**config.mk**
```make
export PLATFORM = sky130hd
export DESIGN_NAME = tcw_front
export DESIGN_NICKNAME = d
export VERILOG_FILES = /design/src/hdl/tcw_pkg.sv /design/src/hdl/tcw_front.sv
export SDC_FILE = /design/constraint.sdc
export NUM_CORES = 1
export LEC_CHECK = 0
export BUFFER_PORTS_ARGS = -buffer_cell sky130_fd_sc_hd__buf_2
export CORE_AREA = 2 2 39 41
export DETAILED_ROUTE_END_ITERATION = 6
export DIE_AREA = 0 0 41 43
export PLACE_DENSITY = 0.72
export SYNTH_ARGS = -nofsm -noshare
export SYNTH_HDL_FRONTEND = slang
export SYNTH_SLANG_ARGS = --single-unit
```
**constraint.sdc**
```tcl
create_clock -name vclk -period 2.5
set_clock_uncertainty 0.05 [all_clocks]
set_input_delay 0.5 -clock vclk [all_inputs]
set_output_delay 0.5 -clock vclk [all_outputs]
set_load 0.01 [all_outputs]
```
**src/hdl/tcw_pkg.sv**
```systemverilog
// ----------------------------------------------------------------------------
// tcw_pkg: shared types and constants of the text console writer
// Operation, character and command codes, the command word handed from the
// front end to the executor, and the tab stop table builder.
// ----------------------------------------------------------------------------
package tcw_pkg;

   localparam int DEF_SCREEN_COLUMNS = 80;
   localparam int DEF_SCREEN_ROWS    = 25;
   localparam int DEF_TAB_WIDTH      = 4;

   localparam int OP_W       = 2;
   localparam int CHAR_W     = 8;
   localparam int ROW_OUT_W  = 5;
   localparam int COL_OUT_W  = 7;
   localparam int DATA_W     = 16;
   localparam int COLOR_W    = 4;
   localparam int ATTR_W     = 2 * COLOR_W;
   localparam int ROW_CMP_W  = ROW_OUT_W + 1;
   localparam int COL_CMP_W  = COL_OUT_W + 1;

   localparam int CSR_INDEX_W = 2;
   localparam logic [CSR_INDEX_W-1:0] REG_FOREGROUND = 2'd0;
   localparam logic [CSR_INDEX_W-1:0] REG_BACKGROUND = 2'd1;
   localparam logic [COLOR_W-1:0] FOREGROUND_RESET = 4'd7;
   localparam logic [COLOR_W-1:0] BACKGROUND_RESET = 4'd0;

   localparam logic [OP_W-1:0] OP_CHAR   = 2'd0;
   localparam logic [OP_W-1:0] OP_LOCATE = 2'd1;
   localparam logic [OP_W-1:0] OP_CLEAR  = 2'd2;
   localparam logic [OP_W-1:0] OP_READ   = 2'd3;

   localparam logic [CHAR_W-1:0] CHAR_CR  = 8'd13;
   localparam logic [CHAR_W-1:0] CHAR_LF  = 8'd10;
   localparam logic [CHAR_W-1:0] CHAR_BS  = 8'd8;
   localparam logic [CHAR_W-1:0] CHAR_TAB = 8'd9;

   localparam int KIND_W = 3;
   localparam logic [KIND_W-1:0] KIND_CR     = 3'd0;
   localparam logic [KIND_W-1:0] KIND_LF     = 3'd1;
   localparam logic [KIND_W-1:0] KIND_BS     = 3'd2;
   localparam logic [KIND_W-1:0] KIND_TAB    = 3'd3;
   localparam logic [KIND_W-1:0] KIND_PUT    = 3'd4;
   localparam logic [KIND_W-1:0] KIND_LOCATE = 3'd5;
   localparam logic [KIND_W-1:0] KIND_CLEAR  = 3'd6;
   localparam logic [KIND_W-1:0] KIND_READ   = 3'd7;

   localparam int QUEUE_DEPTH = 2;

   typedef struct packed {
      logic [KIND_W-1:0]    kind;
      logic                 is_text;
      logic                 nl_after;
      logic                 bad;
      logic [CHAR_W-1:0]    char_code;
      logic [ROW_OUT_W-1:0] target_row;
      logic [COL_OUT_W-1:0] target_col;
   } cmd_type;

   localparam int TAB_TABLE_DEPTH = 1 << COL_OUT_W;
   localparam int TAB_STOP_W      = COL_OUT_W + 1;

   typedef logic [TAB_STOP_W-1:0] tab_table_type [TAB_TABLE_DEPTH];

   // Entry i holds the first multiple of the tab width above column i.
   function automatic tab_table_type tab_stop_table(input int tab);
      tab_table_type t;
      int stop;
      stop = tab;
      for (int i = 0; i < TAB_TABLE_DEPTH; i++) begin
         if (i == stop) begin
            stop = stop + tab;
         end
         t[i] = TAB_STOP_W'(stop);
      end
      return t;
   endfunction

endpackage

```
**src/hdl/tcw_front.sv**
```systemverilog
// ----------------------------------------------------------------------------
// tcw_front: request classifier
// Takes request words, sorts them into command kinds, checks the target
// position against the screen size and pushes the command into the queue.
// ----------------------------------------------------------------------------
module tcw_front #(
   parameter int SCREEN_COLUMNS = tcw_pkg::DEF_SCREEN_COLUMNS,
   parameter int SCREEN_ROWS    = tcw_pkg::DEF_SCREEN_ROWS
) (
   input  logic                           req_valid,
   output logic                           req_stall,
   input  logic [tcw_pkg::OP_W-1:0]       req_operation,
   input  logic [tcw_pkg::CHAR_W-1:0]     req_char_code,
   input  logic                           req_end_of_string,
   input  logic                           req_add_newline,
   input  logic [tcw_pkg::ROW_OUT_W-1:0]  req_target_row,
   input  logic [tcw_pkg::COL_OUT_W-1:0]  req_target_col,
   input  logic                           queue_full,
   output logic                           push_valid,
   output tcw_pkg::cmd_type               push_word
);
   import tcw_pkg::*;

   logic [KIND_W-1:0] kind;

   always_comb begin
      unique case (req_operation)
         OP_CHAR: begin
            unique case (req_char_code)
               CHAR_CR:  kind = KIND_CR;
               CHAR_LF:  kind = KIND_LF;
               CHAR_BS:  kind = KIND_BS;
               CHAR_TAB: kind = KIND_TAB;
               default:  kind = KIND_PUT;
            endcase
         end
         OP_LOCATE: kind = KIND_LOCATE;
         OP_CLEAR:  kind = KIND_CLEAR;
         default:   kind = KIND_READ;
      endcase
   end

   always_comb begin
      push_word.kind       = kind;
      push_word.is_text    = (req_operation == OP_CHAR);
      push_word.nl_after   = req_end_of_string && req_add_newline;
      push_word.bad        = ({1'b0, req_target_row} >= ROW_CMP_W'(SCREEN_ROWS)) ||
                             ({1'b0, req_target_col} >= COL_CMP_W'(SCREEN_COLUMNS));
      push_word.char_code  = req_char_code;
      push_word.target_row = req_target_row;
      push_word.target_col = req_target_col;
   end

   assign req_stall  = queue_full;
   assign push_valid = req_valid && !queue_full;

endmodule

```
; After elaboration in Yosys (flattened, before gate mapping)
; Cells that the tools add are included.
; W data, S select, Z words.
[classes]
eq_ne = 6
mux = 2
n_reduce_logical = 5
n_lt_le_gt_ge = 2
[op_table]
columns = op, n
row1 = $eq A8 B4 Y1 const B, 4
row2 = $pmux W3 S4, 1
row3 = $pmux W3 S3, 1
row4 = $ge A7 B7 Y1 const B, 1
row5 = $ge A5 B5 Y1 const B, 1
row6 = $eq A2 B1 Y1 const B, 1
row7 = $eq A2 B2 Y1 const B, 1
row8 = $logic_and A1 B1 Y1, 2
row9 = $logic_not A2 Y1, 1
row10 = $logic_not A1 Y1, 1
row11 = $logic_or A1 B1 Y1, 1
[totals]
in_bits = 26
out_inout_bits = 28
reg_bits = 0
elab_cells = 15

; Longest topological paths before layout
[depth]
ltp_word = 3
mapped_depth = 4
ltp_nobuf = 4

; Least setup slack after synthesis
; No wires, ideal clock.
[synth_path]
path_kind = input-to-output
from = input req_operation[0] (netlist name)
to = output push_word[23] (netlist name)
path_buffers = 0
t_arrival_ns = 1.286
cell_stages = 4
required_ns = 1.950
setup_slack_ns = 0.664
cell_sequence = inv_1 ha_1 nand4b_1 o31ai_1
[synth_rtl]
columns = element, line_no
row1 = start: declaration, tcw_front.sv:12  ; input logic [tcw_pkg::OP_W-1:0] req_operation,
row2 = end: declaration, tcw_front.sv:20  ; output tcw_pkg::cmd_type push_word

==> metrics.md <==
| Metric | Value |
|---|---|
| Maximum vdd drop | `0.03945 mV` |
| NetSw | `35.02 uW` |
| Overflow after GRT | `0` |
| Setup-failing EPs final | `0` |
| Die Width | `41 microns` |
| Placed wire-length estimate | `701.3 microns` |
| N_diodes | `0` |
| Setup tns final | `0 ns` |
| CP cell instances | `buf_2 > inv_1 > ha_1 > nand4b_1 > o31ai_1 > buf_2` |
| CP peak stage delay | `0.24 ns` |
| DRC errors left | `0` |
| First-pass GRT wire length | `903 microns` |
| Vias | `354` |
| Post_cts resized | `0` |
| Leading post-synthesis cells by cell area | `buf_4, ha_1, o31ai_1, nor3b_2, a21oi_1` |
| Post-synth top area cell | `buf_4` |
| Yosys cell types | `17` |
| # rows | `14` |
| Vias in the first global route | `267` |
| Setup crit end | `push_word[23]` |
| Die height | `43 microns` |
| Netlist Area Pre-Place | `302.8 sq um` |
| Critical path class | `in2out` |
| Pleak | `0.0002434 uW` |
| Yosys warnings | `0` |
| Shortest period the worst path allows | `1.974 ns` |
| Gp weighted congestion | `0.5905` |
| Final Max Tran Viols | `0` |
| Post-Synthesis Cells | `41` |
| Count leader, synth | `buf_4` |
| Full die area | `0.001763 sq mm` |
| DRT iter0 DRCs | `2` |
| RSZ-0062 raised after global routing | `no` |
| Routed Antenna Nets | `0` |
| Synth top cells by count | `buf_4, a21oi_1, ha_1, inv_1, o31ai_1` |
| Buf+Inv Stages, Crit Path | `3` |
| Vias per cell | `4.317` |
| Fmax | `0.5065 GHz` |
| Fillers | `157` |
| Crit. path cell count | `6` |
| Worst-Margin Slew | `0.3003 ns` |
| Hold crit path type | `in2out` |
| Slew headroom | `0.7973` |
| DRT Wirelength | `719 microns` |
| Layout cells sized above 1 | `0.7121` |
| Layout Nets | `96` |
| Cell Pwr Density | `178.0 mW/mm^2` |
| Endpoints failing hold | `0` |
| Layout clock buffer count | `0` |
| PortBufs | `46` |
| Drt first pass iters | `2` |
| Req. time, crit path | `1.95 ns` |
| Register area share after synthesis | `0` |
| CP max FO | `4` |
| Wirelength per Cell | `8.768 microns` |
| Mean Syn Cell Area | `7.385 sq um` |
| Setup crit end kind | `output pin` |
| Storage cell area | `0 sq um` |
| Period utilization | `0.7897` |
| Gr usage total | `0.06993` |
| Antenna violations before repair | `0` |
| Seq Cell Count | `0` |
| Syn Nets | `69` |
| Syn-to-layout area delta | `30.58%` |
| Clock power frac | `0` |
| Post-CTS setup buffer count | `0` |
| Top-area cell type share of the netlist area | `0.5207` |
| Worst path most repeated cell | `buf_2` |
| Hold_buf cts | `0` |
| Gate power share | `1.000` |
| Internal power | `35.37 uW` |
| Number of top-level pins | `54` |
| Crit path DAT | `1.42 ns` |
| Area of the multi-input gates | `137.6 sq um` |
| Overall power | `70.38 uW` |
| Switch share | `0.4975` |
| Element type at the critical path start | `input pin` |
| Largest net degree at the start of global routing | `5` |
| Maxcap violations | `0` |
| Status | `complete, no violations` |
| Sequential Power Share | `0` |
| Core area | `0.001384 sq mm` |
| Cell family with most CP delay | `buffers and inverters` |
| Critical path origin | `req_operation[0]` |
| CP max stage cell | `o31ai_1` |
| Initial core utilization | `0.2188` |
==> per-layer routing <==
layer,up-vias,GRT usage,routed length (microns)
li1,168,-,-
met1,153,0.04430,214
met2,33,0.1688,377
met3,0,0.01047,127
met4,0,0,0
met5,-,0,0
==> through the flow <==
stage,setup WS (ns),hold slack (ns),utilization,std cells,cell area (sq um)
finish,0.5256,0.9500,0.2857,82,395.4
global route,0.4204,0.9500,0.2857,82,395.4
CTS,0.5331,0.9501,0.2857,82,395.4
detailed placement,0.5319,0.9501,0.2857,82,395.4
global placement,0.5656,0.9501,0.2857,82,395.4
floorplan,0.6643,0.9964,-,41,302.8
==> cell usage in the layout, fill, tap and decap left out, types with 2 or more instances in the layout <==
master,n
buf_2,46
inv_1,2
a21oi_1,2
o31ai_1,2
ha_1,2
==> how the worst min path moves through the flow <==
stage | to | cells after the start | start
floorplan | push_valid | 1 | queue_full
global placement | push_word[3] | 0 | req_target_col[3]
detailed placement | push_word[3] | 0 | req_target_col[3]
CTS | push_word[3] | 0 | req_target_col[3]
global route | push_word[1] | 0 | req_target_col[1]
finish | push_word[1] | 0 | req_target_col[1]
==> power by group through the flow <==
stage	registers (uW)	logic (uW)	clock network, uW
floorplan	0	53.7	0
finish	0	70.4	0
global route	0	79.5	0
CTS	0	71.8	0
detailed placement	0	71.6	0
global placement	0	70.3	0
==> final cells by class <==
type	count	area share
Inverter	2	0.01899
Timing Repair Buffer	46	0.5823
Tap cell	16	0.05063
Multi-Input combinational cell	18	0.3481
==> logic make-up after synthesis <==
logic type / after synthesis / synth area share
buffers and inverters: 23 / 0.5455
adder cells (fa/ha/maj): 2 / 0.08263
AO/OA/AOI/OAI: 7 / 0.1570
AND/OR/NAND/NOR: 7 / 0.1529
XOR/XNOR: 1 / 0.02893
multiplexers: 1 / 0.03306
(Power assumes the default switching activity.)
