<file path="src/hdl/tcw_pkg.sv">
// ----------------------------------------------------------------------------
// tcw_pkg: shared types and constants of the text console writer
// Operation, character and command codes, the command word handed from the
// front end to the executor, and the tab stop table builder.
// ----------------------------------------------------------------------------
package tcw_pkg;

   localparam int DEF_SCREEN_COLUMNS = 80;
   localparam int DEF_SCREEN_ROWS    = 25;
   localparam int DEF_TAB_WIDTH      = 4;

   localparam int OP_W       = 2;
   localparam int CHAR_W     = 8;
   localparam int ROW_OUT_W  = 5;
   localparam int COL_OUT_W  = 7;
   localparam int DATA_W     = 16;
   localparam int COLOR_W    = 4;
   localparam int ATTR_W     = 2 * COLOR_W;
   localparam int ROW_CMP_W  = ROW_OUT_W + 1;
   localparam int COL_CMP_W  = COL_OUT_W + 1;

   localparam int CSR_INDEX_W = 2;
   localparam logic [CSR_INDEX_W-1:0] REG_FOREGROUND = 2'd0;
   localparam logic [CSR_INDEX_W-1:0] REG_BACKGROUND = 2'd1;
   localparam logic [COLOR_W-1:0] FOREGROUND_RESET = 4'd7;
   localparam logic [COLOR_W-1:0] BACKGROUND_RESET = 4'd0;

   localparam logic [OP_W-1:0] OP_CHAR   = 2'd0;
   localparam logic [OP_W-1:0] OP_LOCATE = 2'd1;
   localparam logic [OP_W-1:0] OP_CLEAR  = 2'd2;
   localparam logic [OP_W-1:0] OP_READ   = 2'd3;

   localparam logic [CHAR_W-1:0] CHAR_CR  = 8'd13;
   localparam logic [CHAR_W-1:0] CHAR_LF  = 8'd10;
   localparam logic [CHAR_W-1:0] CHAR_BS  = 8'd8;
   localparam logic [CHAR_W-1:0] CHAR_TAB = 8'd9;

   localparam int KIND_W = 3;
   localparam logic [KIND_W-1:0] KIND_CR     = 3'd0;
   localparam logic [KIND_W-1:0] KIND_LF     = 3'd1;
   localparam logic [KIND_W-1:0] KIND_BS     = 3'd2;
   localparam logic [KIND_W-1:0] KIND_TAB    = 3'd3;
   localparam logic [KIND_W-1:0] KIND_PUT    = 3'd4;
   localparam logic [KIND_W-1:0] KIND_LOCATE = 3'd5;
   localparam logic [KIND_W-1:0] KIND_CLEAR  = 3'd6;
   localparam logic [KIND_W-1:0] KIND_READ   = 3'd7;

   localparam int QUEUE_DEPTH = 2;

   typedef struct packed {
      logic [KIND_W-1:0]    kind;
      logic                 is_text;
      logic                 nl_after;
      logic                 bad;
      logic [CHAR_W-1:0]    char_code;
      logic [ROW_OUT_W-1:0] target_row;
      logic [COL_OUT_W-1:0] target_col;
   } cmd_type;

   localparam int TAB_TABLE_DEPTH = 1 << COL_OUT_W;
   localparam int TAB_STOP_W      = COL_OUT_W + 1;

   typedef logic [TAB_STOP_W-1:0] tab_table_type [TAB_TABLE_DEPTH];

   // Entry i holds the first multiple of the tab width above column i.
   function automatic tab_table_type tab_stop_table(input int tab);
      tab_table_type t;
      int stop;
      stop = tab;
      for (int i = 0; i < TAB_TABLE_DEPTH; i++) begin
         if (i == stop) begin
            stop = stop + tab;
         end
         t[i] = TAB_STOP_W'(stop);
      end
      return t;
   endfunction

endpackage

</file>
<file path="src/hdl/tcw_queue.sv">
// ----------------------------------------------------------------------------
// tcw_queue: command queue
// A short first-in first-out store of classified commands between the front
// end and the executor.
// ----------------------------------------------------------------------------
module tcw_queue (
   input  logic             clock,
   input  logic             reset,
   input  logic             push_valid,
   input  tcw_pkg::cmd_type push_word,
   output logic             queue_full,
   output logic             pop_valid,
   output tcw_pkg::cmd_type pop_word,
   input  logic             pop_take
);
   import tcw_pkg::*;

   localparam int PTR_W   = (QUEUE_DEPTH > 1) ? $clog2(QUEUE_DEPTH) : 1;
   localparam int COUNT_W = $clog2(QUEUE_DEPTH + 1);

   cmd_type             entry_ff [QUEUE_DEPTH];
   logic [PTR_W-1:0]    wr_ptr_ff, wr_ptr_in;
   logic [PTR_W-1:0]    rd_ptr_ff, rd_ptr_in;
   logic [COUNT_W-1:0]  count_ff, count_in;
   logic                do_push, do_pop;

   assign queue_full = (count_ff == COUNT_W'(QUEUE_DEPTH));
   assign pop_valid  = (count_ff != '0);
   assign pop_word   = entry_ff[rd_ptr_ff];
   assign do_push    = push_valid && !queue_full;
   assign do_pop     = pop_take && pop_valid;

   always_comb begin
      wr_ptr_in = wr_ptr_ff;
      rd_ptr_in = rd_ptr_ff;
      count_in  = count_ff;
      if (do_push) begin
         wr_ptr_in = (wr_ptr_ff == PTR_W'(QUEUE_DEPTH - 1)) ? '0 : wr_ptr_ff + PTR_W'(1);
      end
      if (do_pop) begin
         rd_ptr_in = (rd_ptr_ff == PTR_W'(QUEUE_DEPTH - 1)) ? '0 : rd_ptr_ff + PTR_W'(1);
      end
      if (do_push && !do_pop) begin
         count_in = count_ff + COUNT_W'(1);
      end else if (do_pop && !do_push) begin
         count_in = count_ff - COUNT_W'(1);
      end
   end

   always_ff @(posedge clock) begin
      if (reset) begin
         wr_ptr_ff <= '0;
         rd_ptr_ff <= '0;
         count_ff  <= '0;
      end else begin
         wr_ptr_ff <= wr_ptr_in;
         rd_ptr_ff <= rd_ptr_in;
         count_ff  <= count_in;
      end
   end

   always_ff @(posedge clock) begin
      if (do_push) begin
         entry_ff[wr_ptr_ff] <= push_word;
      end
   end

endmodule

</file>
<file path="config.mk">
export PLATFORM = sky130hd
export DESIGN_NAME = tcw_queue
export DESIGN_NICKNAME = d
export VERILOG_FILES = /design/src/hdl/tcw_pkg.sv /design/src/hdl/tcw_queue.sv
export SDC_FILE = /design/constraint.sdc
export NUM_CORES = 1
export LEC_CHECK = 0
export ABC_AREA = 1
export BUFFER_PORTS_ARGS = -buffer_cell sky130_fd_sc_hd__buf_2
export CAP_MARGIN = 10
export CORE_MARGIN = 10
export CORE_UTILIZATION = 51
export DETAILED_ROUTE_END_ITERATION = 8
export PLACE_DENSITY = 0.87
export SYNTH_ARGS = -nofsm -noshare
export SYNTH_HDL_FRONTEND = slang
export SYNTH_SLANG_ARGS = --single-unit
export TNS_END_PERCENT = 50
</file>
<file path="constraint.sdc">
create_clock -name clock -period 2.6 [get_ports clock]
set_input_delay 0.52 -clock clock [delete_from_list [all_inputs] [get_ports clock]]
set_output_delay 0.52 -clock clock [all_outputs]
set_load 0.05 [all_outputs]
</file>
== Word level (Yosys, flattened, before mapping) ==
Memories as Yosys holds them, arrays and structs flattened. A register that Yosys moved wholly into a read port is not among the register bits.
Index checks and enable logic that the tools add are counted.

* Flip-flop bits (word level): 4
* Bits in writable memories: 52
* Input bits: 30
* Output and inout port bits: 28
* Word-level logic and storage cells: 26
* Memories kept: 1

* $add $sub $neg: 4
* Equal/unequal tests: 1
* Muxes and demuxes: 8
* Reduce and logical (&&, ||, !) cells: 9

{| class="wikitable"
|+ Memories
! name !! depth !! bits a word !! rd ports !! clocked after memory_dff !! write ports !! RTL line !! RTL
|-
| entry_ff || 2 || 26 || 1 || 1 || 1 || tcw_queue.sv:21 || <nowiki>cmd_type entry_ff [QUEUE_DEPTH];</nowiki>
|}

{| class="wikitable"
|+ Operator list
! cell !! number
|-
| $mux 1 || 6
|-
| $logic_and 1x1->1 || 4
|-
| $mux 2 || 2
|-
| $reduce_bool 2->1 || 2
|-
| $logic_not 1->1 || 3
|-
| $add 1x1->1 const B || 2
|-
| $add 2x1->2 const B || 1
|-
| $eq 2x2->1 const B || 1
|-
| $sub 2x1->2 const B || 1
|}

== Longest topological paths before layout ==
* Word-level depth: 7
* Mapped depth: 10
* Depth with buffers taken out: 10

== Least setup slack after synthesis ==
No wires, ideal clock.

* Path kind: input-to-reg
* Start: input port push_valid
* End: memory entry_ff[1][0] (netlist bit), enable pin
* Library setup time: 409 ps
* Data arrival time: 1692 ps
* Data required time: 2191 ps
* Slack: 499 ps
* Stages: 2
* Path buffers: 0
* Cells stage by stage: o21ai_2 -> nor2_1

* Cells in the longest elaborated chain, start to end: 3

{| class="wikitable"
|+ RTL lines
! element !! RTL line !! RTL
|-
| start, declared || tcw_queue.sv:9 || <nowiki>input logic push_valid,</nowiki>
|-
| $logic_and 1x1->1 || tcw_queue.sv:30 || <nowiki>assign do_push = push_valid && !queue_full;</nowiki>
|-
| $mux 1 || tcw_queue.sv:63 || <nowiki>if (do_push) begin</nowiki>
|-
| $mux 1 (not written as such) || tcw_queue.sv:64 || <nowiki>entry_ff[wr_ptr_ff] <= push_word;</nowiki>
|-
| end, declared || tcw_queue.sv:21 ||
|}

Every way passes these cells.

==> flow_summary.json <==
{
  "relSlewSlack_pct": 82.9,
  "cts.path.max_buffers": 2,
  "vias_per_cell": 4.87,
  "multi_input_area_um2": 487,
  "overflow": 0,
  "crit_family": "buffers and inverters",
  "hold_path_end": "entry_ff[0][23]$_DFFE_PP_",
  "hold_viol": 0,
  "period_minus_slack_ps": 2020,
  "synthFlopType": "edfxtp_1",
  "drc": 0,
  "status": "complete, no violations",
  "power.leakage_nw": 1.15,
  "hp-class": "in2reg",
  "worst-r2r-setup-slack_ps": 1120,
  "place_congestion": 0.690,
  "synthArstFlopShare_pct": 0,
  "syn_avg_cell_area_um2": 18.9,
  "nNetsFinal": 220,
  "die_y_um": 86.0,
  "cp_num_buf_inv": 2,
  "path_clk_slew_ps": 60,
  "worst_slew_pin_slew_ps": 258,
  "syn-num-nets": 149,
  "grt_pass1_vias": 1343,
  "postCtsSetupBuffers": 0,
  "synth_area_um2": 2220,
  "port_buffers": 57,
  "drive_above_1_share_pct": 55.7,
  "powerDensity_nw_per_um2": 1130,
  "drv_slew": 0,
  "clock_latency_ps": 320,
  "endpoint_kind": "primary output",
  "finClkSkew_ps": 5.44,
  "synth_edf_count": 52,
  "wl_um": 4080,
  "antennaDiodeCount": 0,
  "synthCells": 118,
  "cts_resized": 0,
  "critPathKind": "reg2out",
  "worstSetupStartpointType": "flip-flop",
  "clkSinkCount": 57,
  "peakVddDrop_v": 0.000799,
  "cts_hold_buf": 0,
  "dieArea_um2": 7400,
  "place_hpwl_um": 3080,
  "min_path_cells": 1,
  "vias": 1188,
  "start_util_pct": 54.1,
  "ios": 58,
  "ctsRootBufferMaster": "clkbuf_8",
  "r2r_start": "count_ff[1]$_SDFFE_PP0P_",
  "worstPathCellList": "buf_4 > mux2_2 > buf_2",
  "max_stage_delay_ps": 370,
  "hold_start": "push_word[23]",
  "netlist-cell-type-count": 15,
  "yosys_register_bits": 57,
  "cts_tree": "done",
  "rsz0062_at_grt": "false",
  "max-cap-violations": 0,
  "core_um2": 4120,
  "drt_first_pass_iters": 4,
  "synth_area_leaders": "edfxtp_1 (70%), mux2_4 (13%), dfxtp_1 (4.5%)",
  "power_mw": 3.13,
  "critPathMaxFanout": 13,
  "timing.fmax_mhz": 496,
  "die_w_um": 86.0,
  "grt_pass1_wl_um": 6370,
  "cts_max_level": 3,
  "initialDrtViolationCount": 135,
  "required_ps": 2080,
  "drtAntennaViolNets": 0,
  "r2r_end": "count_ff[1]$_SDFFE_PP0P_",
  "setup_viol": 0,
  "min_period_over_period_pct": 77.6,
  "synthToLayoutAreaGrowth_pct": 24.8,
  "grtUsageTotal_pct": 11.3,
  "crit_arrival_ps": 1500,
  "synth_most_common_cell": "edfxtp_1",
  "r2r_cells": 9,
  "antenna_found_initial": 0,
  "wl_per_cell_um": 16.7,
  "synth_top_area_share_pct": 70.2,
  "grt_max_degree": 14,
  "ys_seq_area_share_pct": 74.7,
  "cpMaxStageDelayCell": "mux2_2",
  "fillerInstances": 293,
  "synth_warnings": 0,
  "regArea_um2": 1660,
  "num_rows": 23,
  "synth_common_cells": "edfxtp_1 (52), mux2_4 (20), inv_1 (8), nor2_1 (8), nand2_1 (7)",
  "yosys.area.top_type": "edfxtp_1",
  "fin_tns_setup_ps": 0,
  "cts_buffers": 9
}
logic make-up (layout without fill, tap and decap cells):
kind of cell | after synthesis | count (layout) | synth area share [%]
buf+inv | 11 | 87 | 3.66
compound gates | 5 | 5 | 1.29
flops | 57 | 57 | 74.7
mux | 26 | 26 | 16.5
simple gates | 18 | 18 | 3.26
fa+ha+maj | 1 | 1 | 0.562
routing by layer:
metal	global-route usage, %	vias up	routed length (µm)
met2	18.5	40	2090
met1	11.5	566	1590
li1	-	577	-
met5	0	-	0
met4	5.84	0	31
met3	6.05	5	361
worst max path at each step:
stage          startpoint                        to  slack (ps)  cells after the start
6_report        flip-flop               pop_word[3]         580                      3
5_1_grt         flip-flop               pop_word[5]         500                      3
4_1_cts         flip-flop               pop_word[3]         550                      3
3_5_place_dp    flip-flop               pop_word[3]         910                      3
3_3_place_gp    flip-flop               pop_word[9]         960                      3
2_1_floorplan  push_valid  entry_ff[1][0]$_DFFE_PP_         500                      2
worst reg2reg max path, delay by kind of cell (launching register included):
| kind | cells | cell delay (ps) |
|---|---|---|
| flip-flops | 1 | 330 |
| AND/OR/NAND/NOR | 3 | 240 |
| AO/OA/AOI/OAI | 1 | 220 |
| adder cells (fa/ha/maj) | 1 | 320 |
| buffers and inverters | 4 | 300 |
registers in the layout (all words and copies together) (netlist names), named ones only:
| signal | cells |
|---|---|
| count_ff | 2 |
| entry_ff | 52 |
| rd_ptr_ff | 1 |
| wr_ptr_ff | 1 |
stage by stage:
stage	cell area, µm²	util (%)	std cells	setup WS [ps]	hold WS, ps
after detailed placement	2570	62.5	228	910	493
after global placement	2570	62.5	228	959	481
after global routing	2780	67.5	244	502	358
after CTS	2780	67.5	244	552	366
after floorplan	2220	-	118	499	465
final	2780	67.5	244	583	383
layout make-up:
cell class / instances / area share [%]
clock buffer: 11 / 5.45
clock inverter: 5 / 1.94
inverter: 8 / 1.08
multi-input combinational: 50 / 17.5
sequential: 57 / 59.8
tap: 50 / 2.25
timing repair buffer: 63 / 11.9
report_power, final:
| part | internal [mW] | total (mW) | switching, mW |
|---|---|---|---|
| clock network | 0.491 | 0.813 | 0.323 |
| registers | 1.16 | 1.20 | 0.0435 |
| logic | 0.341 | 1.11 | 0.773 |
placed cells by master (no fill, tap or decap), types with 2 or more instances in the layout:
cell type	synthesis	routed
mux2_2	6	6
mux2_4	20	20
nor2_2	0	2
clkinv_2	0	3
nor2_1	8	6
dfxtp_1	5	5
o21ai_0	2	2
nand3_1	2	2
clkbuf_8	0	11
buf_4	0	6
buf_2	0	57
inv_1	8	8
a21oi_1	2	2
nand2_1	7	7
edfxtp_1	52	52
No activity file was read; power rests on OpenSTA's default activity.
